## config.mk

```make
export PLATFORM = sky130hd
export DESIGN_NAME = led_matrix_scan_and_scroll_core
export DESIGN_NICKNAME = d
export VERILOG_FILES = /design/src/hdl/lmss_pkg.sv /design/src/hdl/led_matrix_scan_and_scroll_core.sv /design/src/hdl/lmss_ram.sv /design/src/hdl/lmss_ctrl.sv /design/src/hdl/lmss_datapath.sv
export SDC_FILE = /design/constraint.sdc
export NUM_CORES = 2
export LEC_CHECK = 0
export ABC_AREA = 1
export BUFFER_PORTS_ARGS = -buffer_cell sky130_fd_sc_hd__buf_4
export CAP_MARGIN = 20
export CORE_ASPECT_RATIO = 2
export CORE_MARGIN = 2
export CORE_UTILIZATION = 41
export CTS_CLUSTER_DIAMETER = 150
export DETAILED_ROUTE_END_ITERATION = 6
export GPL_ROUTABILITY_DRIVEN = 0
export PLACE_DENSITY = 0.56
export SETUP_SLACK_MARGIN = 0.1
export SYNTH_ARGS = -nofsm -noshare
export SYNTH_HDL_FRONTEND = slang
export SYNTH_SLANG_ARGS = --single-unit
```

## constraint.sdc

```tcl
create_clock -name clk -period 23.2 [get_ports clk]
set_clock_uncertainty 0.2 [all_clocks]
set_input_delay 3.48 -clock clk [delete_from_list [all_inputs] [get_ports clk]]
set_output_delay 3.48 -clock clk [all_outputs]
set_load 0.005 [all_outputs]
```

## src/hdl/lmss_pkg.sv

```systemverilog
// ----------------------------------------------------------------------------
// lmss_pkg
// Shared types and codes for the LED matrix scan and scroll core.
// ----------------------------------------------------------------------------
`timescale 1ns / 1ps

package lmss_pkg;

    // Internal row and column counters are sized for the largest supported geometry.
    localparam int ROW_CNT_W  = 6;
    localparam int COL_CNT_W  = 7;
    localparam int CFG_IDX_W  = 1;
    localparam int CFG_DATA_W = 5;

    localparam logic [1:0] KIND_WRITE = 2'd0;
    localparam logic [1:0] KIND_SHIFT = 2'd1;
    localparam logic [1:0] KIND_SCAN  = 2'd2;
    localparam logic [1:0] KIND_CLEAR = 2'd3;

    localparam logic [CFG_IDX_W-1:0] CFG_COLUMN_BYTES = 1'b0;
    localparam logic [CFG_IDX_W-1:0] CFG_ROW_COUNT    = 1'b1;

    localparam logic [1:0] WR_FILL  = 2'd0;
    localparam logic [1:0] WR_SHIFT = 2'd1;
    localparam logic [1:0] WR_STAGE = 2'd2;

    typedef struct packed {
        logic [1:0] kind;
        logic [3:0] row;
        logic [4:0] column;
        logic [7:0] pixel_byte;
        logic [3:0] shift_pixels;
        logic [3:0] row_start;
        logic [4:0] row_stop;
    } in_item_t;

    typedef struct packed {
        logic [7:0] column_byte;
        logic [3:0] row_address;
        logic       last_of_row;
    } out_item_t;

    typedef struct packed {
        logic                 item_load;
        logic [ROW_CNT_W-1:0] row;
        logic [COL_CNT_W-1:0] rd_col;
        logic                 wr_en;
        logic [COL_CNT_W-1:0] wr_col;
        logic [1:0]           wr_src;
        logic                 set_valid;
        logic                 clear_valid;
        logic                 out_load;
        logic                 out_last;
        logic                 scan_advance;
    } ctrl_cmd_t;

    typedef struct packed {
        logic [1:0]           kind;
        logic [ROW_CNT_W-1:0] item_row;
        logic [4:0]           item_column;
        logic                 write_ok;
        logic [ROW_CNT_W-1:0] shift_start;
        logic [ROW_CNT_W-1:0] shift_stop;
        logic [ROW_CNT_W-1:0] scan_row;
        logic [4:0]           col_count;
        logic                 row_valid;
        logic                 out_free;
    } dp_status_t;

endpackage

```

## src/hdl/led_matrix_scan_and_scroll_core.sv

```systemverilog
// ----------------------------------------------------------------------------
// led_matrix_scan_and_scroll_core
// Row-scan frame store with byte writes, band scrolling and scan output for
// a multiplexed 1-bit LED matrix.
//
// Items are handled one at a time through the single read and write port
// pair of the frame store RAM. A clear only drops the per-row valid bits. A
// write to a row already written since the last clear stores just the byte;
// a write to a blank row zero-fills the whole row as the byte goes in. A
// shift sweeps every column of each written row of the band and skips each
// blank row. A scan tick reads and sends one visible byte at a time, and
// waits while the output side stalls. Reset needs no clearing pass: rows
// read as zero until first written.
// ----------------------------------------------------------------------------
`timescale 1ns / 1ps

module led_matrix_scan_and_scroll_core #(
    parameter int MAX_COLUMN_BYTES = 16,
    parameter int MAX_ROWS         = 16
) (
    input  logic                              clk,
    input  logic                              rst_n,
    input  logic                              in_valid,
    output logic                              in_ready,
    input  lmss_pkg::in_item_t                in_item,
    output logic                              out_valid,
    input  logic                              out_ready,
    output lmss_pkg::out_item_t               out_item,
    input  logic                              cfg_we,
    input  logic [lmss_pkg::CFG_IDX_W-1:0]    cfg_index,
    input  logic [lmss_pkg::CFG_DATA_W-1:0]   cfg_data
);

    lmss_pkg::ctrl_cmd_t  cmd;
    lmss_pkg::dp_status_t status;

    lmss_ctrl #(
        .MAX_COLUMN_BYTES (MAX_COLUMN_BYTES)
    ) u_ctrl (
        .clk      (clk),
        .rst_n    (rst_n),
        .in_valid (in_valid),
        .in_ready (in_ready),
        .status   (status),
        .cmd      (cmd)
    );

    lmss_datapath #(
        .MAX_COLUMN_BYTES (MAX_COLUMN_BYTES),
        .MAX_ROWS         (MAX_ROWS)
    ) u_datapath (
        .clk       (clk),
        .rst_n     (rst_n),
        .in_item   (in_item),
        .cfg_we    (cfg_we),
        .cfg_index (cfg_index),
        .cfg_data  (cfg_data),
        .cmd       (cmd),
        .status    (status),
        .out_ready (out_ready),
        .out_valid (out_valid),
        .out_item  (out_item)
    );

endmodule

```

## src/hdl/lmss_ram.sv

```systemverilog
// ----------------------------------------------------------------------------
// lmss_ram
// Generic simple dual-port RAM: one write port, one read port, registered read.
// ----------------------------------------------------------------------------
`timescale 1ns / 1ps

module lmss_ram #(
    parameter int WIDTH = 8,
    parameter int DEPTH = 512
) (
    input  logic                                   clk,
    input  logic                                   wr_en,
    input  logic [(DEPTH > 1 ? $clog2(DEPTH) : 1)-1:0] wr_addr,
    input  logic [WIDTH-1:0]                       wr_data,
    input  logic [(DEPTH > 1 ? $clog2(DEPTH) : 1)-1:0] rd_addr,
    output logic [WIDTH-1:0]                       rd_data
);

    logic [WIDTH-1:0] mem_reg [DEPTH];
    logic [WIDTH-1:0] rd_data_reg;

    always_ff @(posedge clk)
    begin
        if (wr_en)
        begin
            mem_reg[wr_addr] <= wr_data;
        end
        rd_data_reg <= mem_reg[rd_addr];
    end

    assign rd_data = rd_data_reg;

endmodule

```

## src/hdl/lmss_ctrl.sv

```systemverilog
// ----------------------------------------------------------------------------
// lmss_ctrl
// Sequencer for the frame store: decodes each item and steps the datapath
// through row fills, shift sweeps and scan output, and clears the row valid bits.
// ----------------------------------------------------------------------------
`timescale 1ns / 1ps

module lmss_ctrl #(
    parameter int MAX_COLUMN_BYTES = 16
) (
    input  logic                clk,
    input  logic                rst_n,
    input  logic                in_valid,
    output logic                in_ready,
    input  lmss_pkg::dp_status_t status,
    output lmss_pkg::ctrl_cmd_t  cmd
);

    localparam int CW = lmss_pkg::COL_CNT_W;
    localparam int RW = lmss_pkg::ROW_CNT_W;

    localparam logic [2:0] ST_IDLE     = 3'd0;
    localparam logic [2:0] ST_DECODE   = 3'd1;
    localparam logic [2:0] ST_FILL     = 3'd2;
    localparam logic [2:0] ST_SHIFT    = 3'd3;
    localparam logic [2:0] ST_SCAN_RD  = 3'd4;
    localparam logic [2:0] ST_SCAN_OUT = 3'd5;

    localparam logic [CW-1:0] LAST_SLOT = CW'(MAX_COLUMN_BYTES);

    logic [2:0]    state_reg, state_next;
    logic [RW-1:0] row_reg, row_next;
    logic [CW-1:0] col_reg, col_next;
    logic [CW-1:0] cb_ext;

    assign in_ready = (state_reg == ST_IDLE);
    assign cb_ext   = {2'b00, status.col_count};

    always_comb
    begin
        state_next = state_reg;
        row_next   = row_reg;
        col_next   = col_reg;
        cmd        = '0;
        cmd.row    = row_reg;
        cmd.rd_col = col_reg;
        cmd.wr_col = col_reg;
        cmd.wr_src = lmss_pkg::WR_FILL;

        case (state_reg)
            ST_IDLE:
            begin
                if (in_valid)
                begin
                    cmd.item_load = 1'b1;
                    state_next    = ST_DECODE;
                end
            end
            ST_DECODE:
            begin
                col_next = '0;
                case (status.kind)
                    lmss_pkg::KIND_WRITE:
                    begin
                        row_next   = status.item_row;
                        state_next = status.write_ok ? ST_FILL : ST_IDLE;
                    end
                    lmss_pkg::KIND_SHIFT:
                    begin
                        row_next   = status.shift_start;
                        state_next = ST_SHIFT;
                    end
                    lmss_pkg::KIND_SCAN:
                    begin
                        row_next   = status.scan_row;
                        state_next = ST_SCAN_RD;
                    end
                    default:
                    begin
                        cmd.clear_valid = 1'b1;
                        state_next      = ST_IDLE;
                    end
                endcase
            end
            ST_FILL:
            begin
                // A row that was never written is zero-filled on its first write.
                cmd.wr_en = 1'b1;
                if (status.row_valid)
                begin
                    cmd.wr_col = {2'b00, status.item_column};
                    state_next = ST_IDLE;
                end
                else if (col_reg == LAST_SLOT)
                begin
                    cmd.set_valid = 1'b1;
                    state_next    = ST_IDLE;
                end
                else
                begin
                    col_next = col_reg + CW'(1);
                end
            end
            ST_SHIFT:
            begin
                if (row_reg >= status.shift_stop)
                begin
                    state_next = ST_IDLE;
                end
                else if (!status.row_valid)
                begin
                    row_next = row_reg + RW'(1);
                    col_next = '0;
                end
                else if (col_reg == cb_ext + CW'(2))
                begin
                    // The staging byte takes zeros from the right.
                    cmd.wr_en  = 1'b1;
                    cmd.wr_col = cb_ext;
                    cmd.wr_src = lmss_pkg::WR_STAGE;
                    row_next   = row_reg + RW'(1);
                    col_next   = '0;
                end
                else
                begin
                    // Writes trail reads by two columns, so each byte is
                    // rewritten only after its right neighbour has been read.
                    if (col_reg >= CW'(2))
                    begin
                        cmd.wr_en  = 1'b1;
                        cmd.wr_col = col_reg - CW'(2);
                        cmd.wr_src = lmss_pkg::WR_SHIFT;
                    end
                    col_next = col_reg + CW'(1);
                end
            end
            ST_SCAN_RD:
            begin
                state_next = ST_SCAN_OUT;
            end
            ST_SCAN_OUT:
            begin
                if (status.out_free)
                begin
                    cmd.out_load = 1'b1;
                    if (col_reg == cb_ext - CW'(1))
                    begin
                        cmd.out_last     = 1'b1;
                        cmd.scan_advance = 1'b1;
                        state_next       = ST_IDLE;
                    end
                    else
                    begin
                        col_next   = col_reg + CW'(1);
                        state_next = ST_SCAN_RD;
                    end
                end
            end
            default:
            begin
                state_next = ST_IDLE;
            end
        endcase
    end

    always_ff @(posedge clk or negedge rst_n)
    begin
        if (!rst_n)
        begin
            state_reg <= ST_IDLE;
            row_reg   <= '0;
            col_reg   <= '0;
        end
        else
        begin
            state_reg <= state_next;
            row_reg   <= row_next;
            col_reg   <= col_next;
        end
    end

endmodule

```

## src/hdl/lmss_datapath.sv

```systemverilog
// ----------------------------------------------------------------------------
// lmss_datapath
// Frame store memory, row valid bits, configuration registers, scan row
// counter, shift unit and output register.
// ----------------------------------------------------------------------------
`timescale 1ns / 1ps

module lmss_datapath #(
    parameter int MAX_COLUMN_BYTES = 16,
    parameter int MAX_ROWS         = 16
) (
    input  logic                                    clk,
    input  logic                                    rst_n,
    input  lmss_pkg::in_item_t                      in_item,
    input  logic                                    cfg_we,
    input  logic [lmss_pkg::CFG_IDX_W-1:0]          cfg_index,
    input  logic [lmss_pkg::CFG_DATA_W-1:0]         cfg_data,
    input  lmss_pkg::ctrl_cmd_t                     cmd,
    output lmss_pkg::dp_status_t                    status,
    input  logic                                    out_ready,
    output logic                                    out_valid,
    output lmss_pkg::out_item_t                     out_item
);

    localparam int RW        = lmss_pkg::ROW_CNT_W;
    localparam int COL_W     = $clog2(MAX_COLUMN_BYTES + 1);
    localparam int ROW_W     = (MAX_ROWS > 1) ? $clog2(MAX_ROWS) : 1;
    localparam int ADDR_W    = ROW_W + COL_W;
    localparam int DEPTH     = 1 << ADDR_W;
    localparam int ROW_SLOTS = 1 << ROW_W;
    localparam int TOP_COLS  = (MAX_COLUMN_BYTES < 16) ? MAX_COLUMN_BYTES : 16;

    localparam logic [4:0]    TOP_COLS_V = 5'(TOP_COLS);
    localparam logic [RW-1:0] MAX_ROWS_V = RW'(MAX_ROWS);

    // Left shift by 0..8 pixels, filling from the top of the right neighbour.
    function automatic logic [7:0] shift_in(
        input logic [7:0] cur,
        input logic [7:0] nxt,
        input logic [3:0] p
    );
        logic [15:0] w;
        w = {cur, nxt} << p;
        return w[15:8];
    endfunction

    lmss_pkg::in_item_t  item_reg;
    lmss_pkg::out_item_t out_reg;
    logic                out_valid_reg;
    logic [4:0]          cfg_cols_reg;
    logic [4:0]          cfg_rows_reg;
    logic [ROW_SLOTS-1:0] valid_reg;
    logic [ROW_W-1:0]    scan_row_reg;
    logic [7:0]          cur_reg;

    logic [4:0]       col_count;
    logic [RW-1:0]    row_limit;
    logic [RW-1:0]    stop_ext;
    logic [3:0]       p_sat;
    logic [ROW_W-1:0] row_idx;
    logic [RW-1:0]    scan_ext;
    logic [RW-1:0]    scan_inc;
    logic [7:0]       rd_data;
    logic [7:0]       wr_data;
    logic [ADDR_W-1:0] rd_addr;
    logic [ADDR_W-1:0] wr_addr;
    logic             row_valid;

    always_comb
    begin
        if (cfg_cols_reg == 5'd0)
        begin
            col_count = 5'd1;
        end
        else if (cfg_cols_reg > TOP_COLS_V)
        begin
            col_count = TOP_COLS_V;
        end
        else
        begin
            col_count = cfg_cols_reg;
        end

        if (cfg_rows_reg == 5'd0)
        begin
            row_limit = RW'(1);
        end
        else if ({1'b0, cfg_rows_reg} > MAX_ROWS_V)
        begin
            row_limit = MAX_ROWS_V;
        end
        else
        begin
            row_limit = {1'b0, cfg_rows_reg};
        end
    end

    assign stop_ext = ({1'b0, item_reg.row_stop} > row_limit) ? row_limit
                                                               : {1'b0, item_reg.row_stop};
    assign p_sat    = (item_reg.shift_pixels > 4'd8) ? 4'd8 : item_reg.shift_pixels;
    assign row_idx  = cmd.row[ROW_W-1:0];
    assign row_valid = valid_reg[row_idx];
    assign scan_ext = {{(RW - ROW_W){1'b0}}, scan_row_reg};
    assign scan_inc = scan_ext + RW'(1);
    assign rd_addr  = {row_idx, cmd.rd_col[COL_W-1:0]};
    assign wr_addr  = {row_idx, cmd.wr_col[COL_W-1:0]};

    always_comb
    begin
        case (cmd.wr_src)
            lmss_pkg::WR_FILL:
            begin
                wr_data = (cmd.wr_col == {2'b00, item_reg.column}) ? item_reg.pixel_byte
                                                                  : 8'h00;
            end
            lmss_pkg::WR_SHIFT:
            begin
                wr_data = shift_in(cur_reg, rd_data, p_sat);
            end
            lmss_pkg::WR_STAGE:
            begin
                wr_data = shift_in(cur_reg, 8'h00, p_sat);
            end
            default:
            begin
                wr_data = 8'h00;
            end
        endcase
    end

    lmss_ram #(
        .WIDTH (8),
        .DEPTH (DEPTH)
    ) u_store (
        .clk     (clk),
        .wr_en   (cmd.wr_en),
        .wr_addr (wr_addr),
        .wr_data (wr_data),
        .rd_addr (rd_addr),
        .rd_data (rd_data)
    );

    always_comb
    begin
        status.kind        = item_reg.kind;
        status.item_row    = {2'b00, item_reg.row};
        status.item_column = item_reg.column;
        status.write_ok    = ({2'b00, item_reg.row} < MAX_ROWS_V)
                             && (item_reg.column <= col_count);
        status.shift_start = {2'b00, item_reg.row_start};
        status.shift_stop  = stop_ext;
        status.scan_row    = scan_ext;
        status.col_count   = col_count;
        status.row_valid   = row_valid;
        status.out_free    = !out_valid_reg || out_ready;
    end

    always_ff @(posedge clk)
    begin
        cur_reg <= rd_data;
        if (cmd.item_load)
        begin
            item_reg <= in_item;
        end
        if (cmd.out_load)
        begin
            // Rows never written since the last clear read as blank.
            out_reg.column_byte <= row_valid ? rd_data : 8'h00;
            out_reg.row_address <= scan_ext[3:0];
            out_reg.last_of_row <= cmd.out_last;
        end
    end

    always_ff @(posedge clk or negedge rst_n)
    begin
        if (!rst_n)
        begin
            out_valid_reg <= 1'b0;
            cfg_cols_reg  <= 5'd8;
            cfg_rows_reg  <= 5'd16;
            valid_reg     <= '0;
            scan_row_reg  <= '0;
        end
        else
        begin
            if (cmd.out_load)
            begin
                out_valid_reg <= 1'b1;
            end
            else if (out_ready)
            begin
                out_valid_reg <= 1'b0;
            end

            if (cfg_we)
            begin
                case (cfg_index)
                    lmss_pkg::CFG_COLUMN_BYTES: cfg_cols_reg <= cfg_data;
                    lmss_pkg::CFG_ROW_COUNT:    cfg_rows_reg <= cfg_data;
                    default:                    cfg_cols_reg <= cfg_cols_reg;
                endcase
            end

            if (cmd.clear_valid)
            begin
                valid_reg <= '0;
            end
            else if (cmd.set_valid)
            begin
                valid_reg[row_idx] <= 1'b1;
            end

            if (cmd.scan_advance)
            begin
                scan_row_reg <= (scan_inc >= row_limit) ? '0 : scan_inc[ROW_W-1:0];
            end
        end
    end

    assign out_valid = out_valid_reg;
    assign out_item  = out_reg;

endmodule

```

==> results.py <==
metrics = {
    "route": {
        "via_per_inst": 5.84,
        "drc": 0,
        "drt_first_pass_iters": 6,
        "drt_iter0_markers": 11122,
        "routedWlPerCell_um": 28.5,
        "antenna_left": 0,
        "routed_wl_mm": 527,
        "num_vias": 107917,
    },
    "layout": {
        "postLayoutCoreUtil_pct": 45.5,
        "fin_nets": 12933,
        "drive_gt1_share_pct": 6.77,
        "layout_common_cells": "edfxtp_1, nor2_1, o21ai_0",
        "multi_input_area_um2": 37400,
        "fillCellCount": 36586,
        "largest_register_ff_count": 4096,
        "regArea_um2": 126000,
        "syn_to_final_growth_pct": 10.4,
        "final_common_cell": "edfxtp_1",
    },
    "cts": {
        "insertion_delay_ns": 0.95,
        "cts.clk_slew.worst_paths_ns": 0.07,
        "cts_tree": "done",
        "postCtsSetupBuffers": 0,
        "cts_buffer_depth": 4,
        "cts.root.buffer_cell": "clkbuf_16",
        "cts_made_buffers": 355,
        "cts_resized": 0,
        "clock-sinks": 4204,
        "hold_buffers": 0,
        "htree_levels": 5,
    },
    "logic_synthesis": {
        "async_flop_share_pct": 1.12,
        "ys.warnings.count": 0,
        "ys_ff_latch": 4204,
        "synth_cell_types": 54,
        "synth-main-ff-cell": "edfxtp_1",
        "synth-edff-count": 4141,
        "synthesis.instances": 13175,
        "synth_nets": 13259,
        "synth_area_um2": 167000,
        "post_synth.cell_area_avg_um2": 12.7,
        "synth.yosys.seq_area_share_pct": 75.3,
    },
    "power_and_ir_drop": {
        "pwr-share-comb_pct": 24.4,
        "power.density_nw_per_um2": 106,
        "p_sw_share_pct": 33.5,
        "cellLeakagePower_nw": 58.3,
        "power_frac_clock_pct": 31.5,
        "power.switching_w": 0.00658,
        "cellInternalPower_w": 0.0131,
        "seq_power_share_pct": 44.1,
        "p_total_w": 0.0196,
        "peakVddDrop_mv": 0.0783,
    },
    "timing": {
        "setup_tns_ns": 0,
        "finalSetupViolCount": 0,
        "slew_violations": 0,
        "finalCritPeriodShare_pct": 41.3,
        "post-route-min-period_ns": 9.59,
        "max_slew_margin_pct": 14.1,
        "fmax_mhz": 104,
        "tightest_slew_ns": 1.29,
        "rsz0062_at_grt": "no",
        "hold_viol": 0,
    },
    "global_routing": {
        "gr-usage-all-layers_pct": 24.7,
        "overflow": 0,
        "antenna_found_initial": 20,
        "grt_pass1_wl_mm": 752,
        "grt_max_degree": 200,
        "grt_pass1_vias": 106835,
    },
    "run_status": {
        "status": "finished clean",
    },
    "setup_path": {
        "cp.buffers_inverters": 7,
        "required_ns": 23.58,
        "arrival_ns": 9.97,
        "critPathMaxFanout": 76,
        "slowest_delay_ns": 0.90,
        "cp-start-kind": "flop",
        "cp_top_family": "buffers and inverters",
        "critPathKind": "reg2reg",
        "cp_slowest_cell": "buf_4",
        "critical_path.most_common_cell": "nand2_1",
        "endpoint_kind": "flop",
    },
    "run": {
        "drv_cap": 0,
    },
    "die": {
        "dieArea_um2": 413000,
        "start_util_pct": 41.2,
        "fp.dieW_um": 456,
        "num_io_pins": 58,
        "core_um2": 406000,
        "num_rows": 331,
        "die_y_um": 907,
    },
    "min_path": {
        "worst_hold_path_type": "reg2reg",
    },
    "placed_design": {
        "hpwl_mm": 312,
        "portBuffers": 57,
    },
}
cell usage after synthesis, types with 3 or more instances:
library cell / instances / area, um2
a211oi_1: 25 / 188
a21o_1: 3 / 22.5
a21oi_1: 164 / 821
a221oi_1: 47 / 412
a22o_1: 27 / 236
a22oi_1: 4 / 30.0
a311oi_1: 8 / 70.1
a31oi_1: 25 / 156
a41oi_1: 6 / 52.6
and3_1: 4 / 25.0
buf_1: 39 / 146
buf_2: 74 / 370
buf_4: 7 / 52.6
buf_6: 5 / 56.3
clkbuf_1: 819 / 3070
dfrtp_1: 45 / 1130
dfxtp_1: 16 / 320
edfxtp_1: 4141 / 124000
ha_1: 41 / 513
inv_1: 134 / 503
inv_2: 15 / 56.3
nand2_1: 1213 / 4550
nand2_2: 8 / 50.1
nand3_1: 153 / 766
nand3_2: 3 / 30.0
nand4_1: 151 / 945
nor2_1: 2693 / 10100
nor2_2: 21 / 131
nor2_4: 4 / 45.0
nor3_1: 10 / 50.1
o211ai_1: 34 / 255
o21ai_0: 2176 / 10900
o21ai_1: 4 / 20.0
o221ai_1: 4 / 35.0
o22ai_1: 999 / 6250
o311ai_0: 14 / 123
o31ai_1: 4 / 30.0
xor2_1: 11 / 96.3
worst reg2reg max path, delay by kind of cell (launching register included):
kind,cells,cell delay (ns)
buffers and inverters,7,4.38
DFF,1,0.57
and+or+nand+nor,14,1.93
AOI/OAI and AO/OA,7,1.48
adders and majority gates,2,0.56
cells by family after synthesis:
kind of cell / count (synthesis) / share of synthesized area, %
AND/OR/NAND/NOR: 4264 / 10.0
AO/OA/AOI/OAI: 3557 / 11.8
buffers and inverters: 1095 / 2.55
multiplexers: 1 / 0.00599
adder cells (fa/ha/maj): 41 / 0.307
flip-flops: 4204 / 75.3
XOR/XNOR: 13 / 0.0681
power groups by stage:
stage | clock network (W) | registers [W] | logic [W]
after detailed placement | 0 | 0.00882 | 0.00476
after floorplan | 0 | 0.00901 | 0.00283
after global placement | 0 | 0.00882 | 0.00476
final | 0.00618 | 0.00866 | 0.00479
after CTS | 0.00625 | 0.00865 | 0.00477
after global routing | 0.00651 | 0.00866 | 0.00511
layout make-up:
cell class | instances | area share [%]
flip-flops and latches | 4204 | 68.2
multi-input cells | 7876 | 20.3
clock buffers | 414 | 5.06
well taps | 5328 | 3.61
clock inverters | 232 | 1.27
repair buffers | 261 | 1.27
inverters | 151 | 0.323
diodes | 14 | 0.0190
per-layer routing:
metal / global-route usage, % / vias to the layer above / part of all wire [%]
met5: 0 / - / 0.0013
met4: 14.7 / 2 / 6.6
met3: 2.65 / 1120 / 5.5
met2: 44.9 / 4158 / 52
met1: 27.9 / 54833 / 36
li1: - / 47804 / -
final timing paths:
path,from,end,slack [ns],depth (start not counted)
setup / recovery,u_datapath.cfg_rows_reg[4],u_datapath.u_store.mem_reg[102][1],13.61,30
hold / removal,u_datapath.u_store.rd_data[5],u_datapath.cur_reg[5],0.15,0
setup reg to reg,u_datapath.cfg_rows_reg[4],u_datapath.u_store.mem_reg[102][1],13.61,30
hold reg to reg,u_datapath.u_store.rd_data[5],u_datapath.cur_reg[5],0.15,0
max in group asynchronous,rst_n,u_ctrl.col_reg[0],19.88,1
min in group asynchronous,rst_n,u_datapath.out_valid,2.39,1
metrics by stage:
step	instances	setup WS, ns	hold slack, ns	cell area [um2]
floorplan	13175	2.71	0.131	167000
global placement	17815	13.51	0.134	173000
detailed placement	17818	13.64	0.141	173000
CTS	18464	13.56	0.151	184000
global route	18469	12.85	0.160	185000
finish	18480	13.61	0.151	185000
No activity file was read; power rests on OpenSTA's default activity.
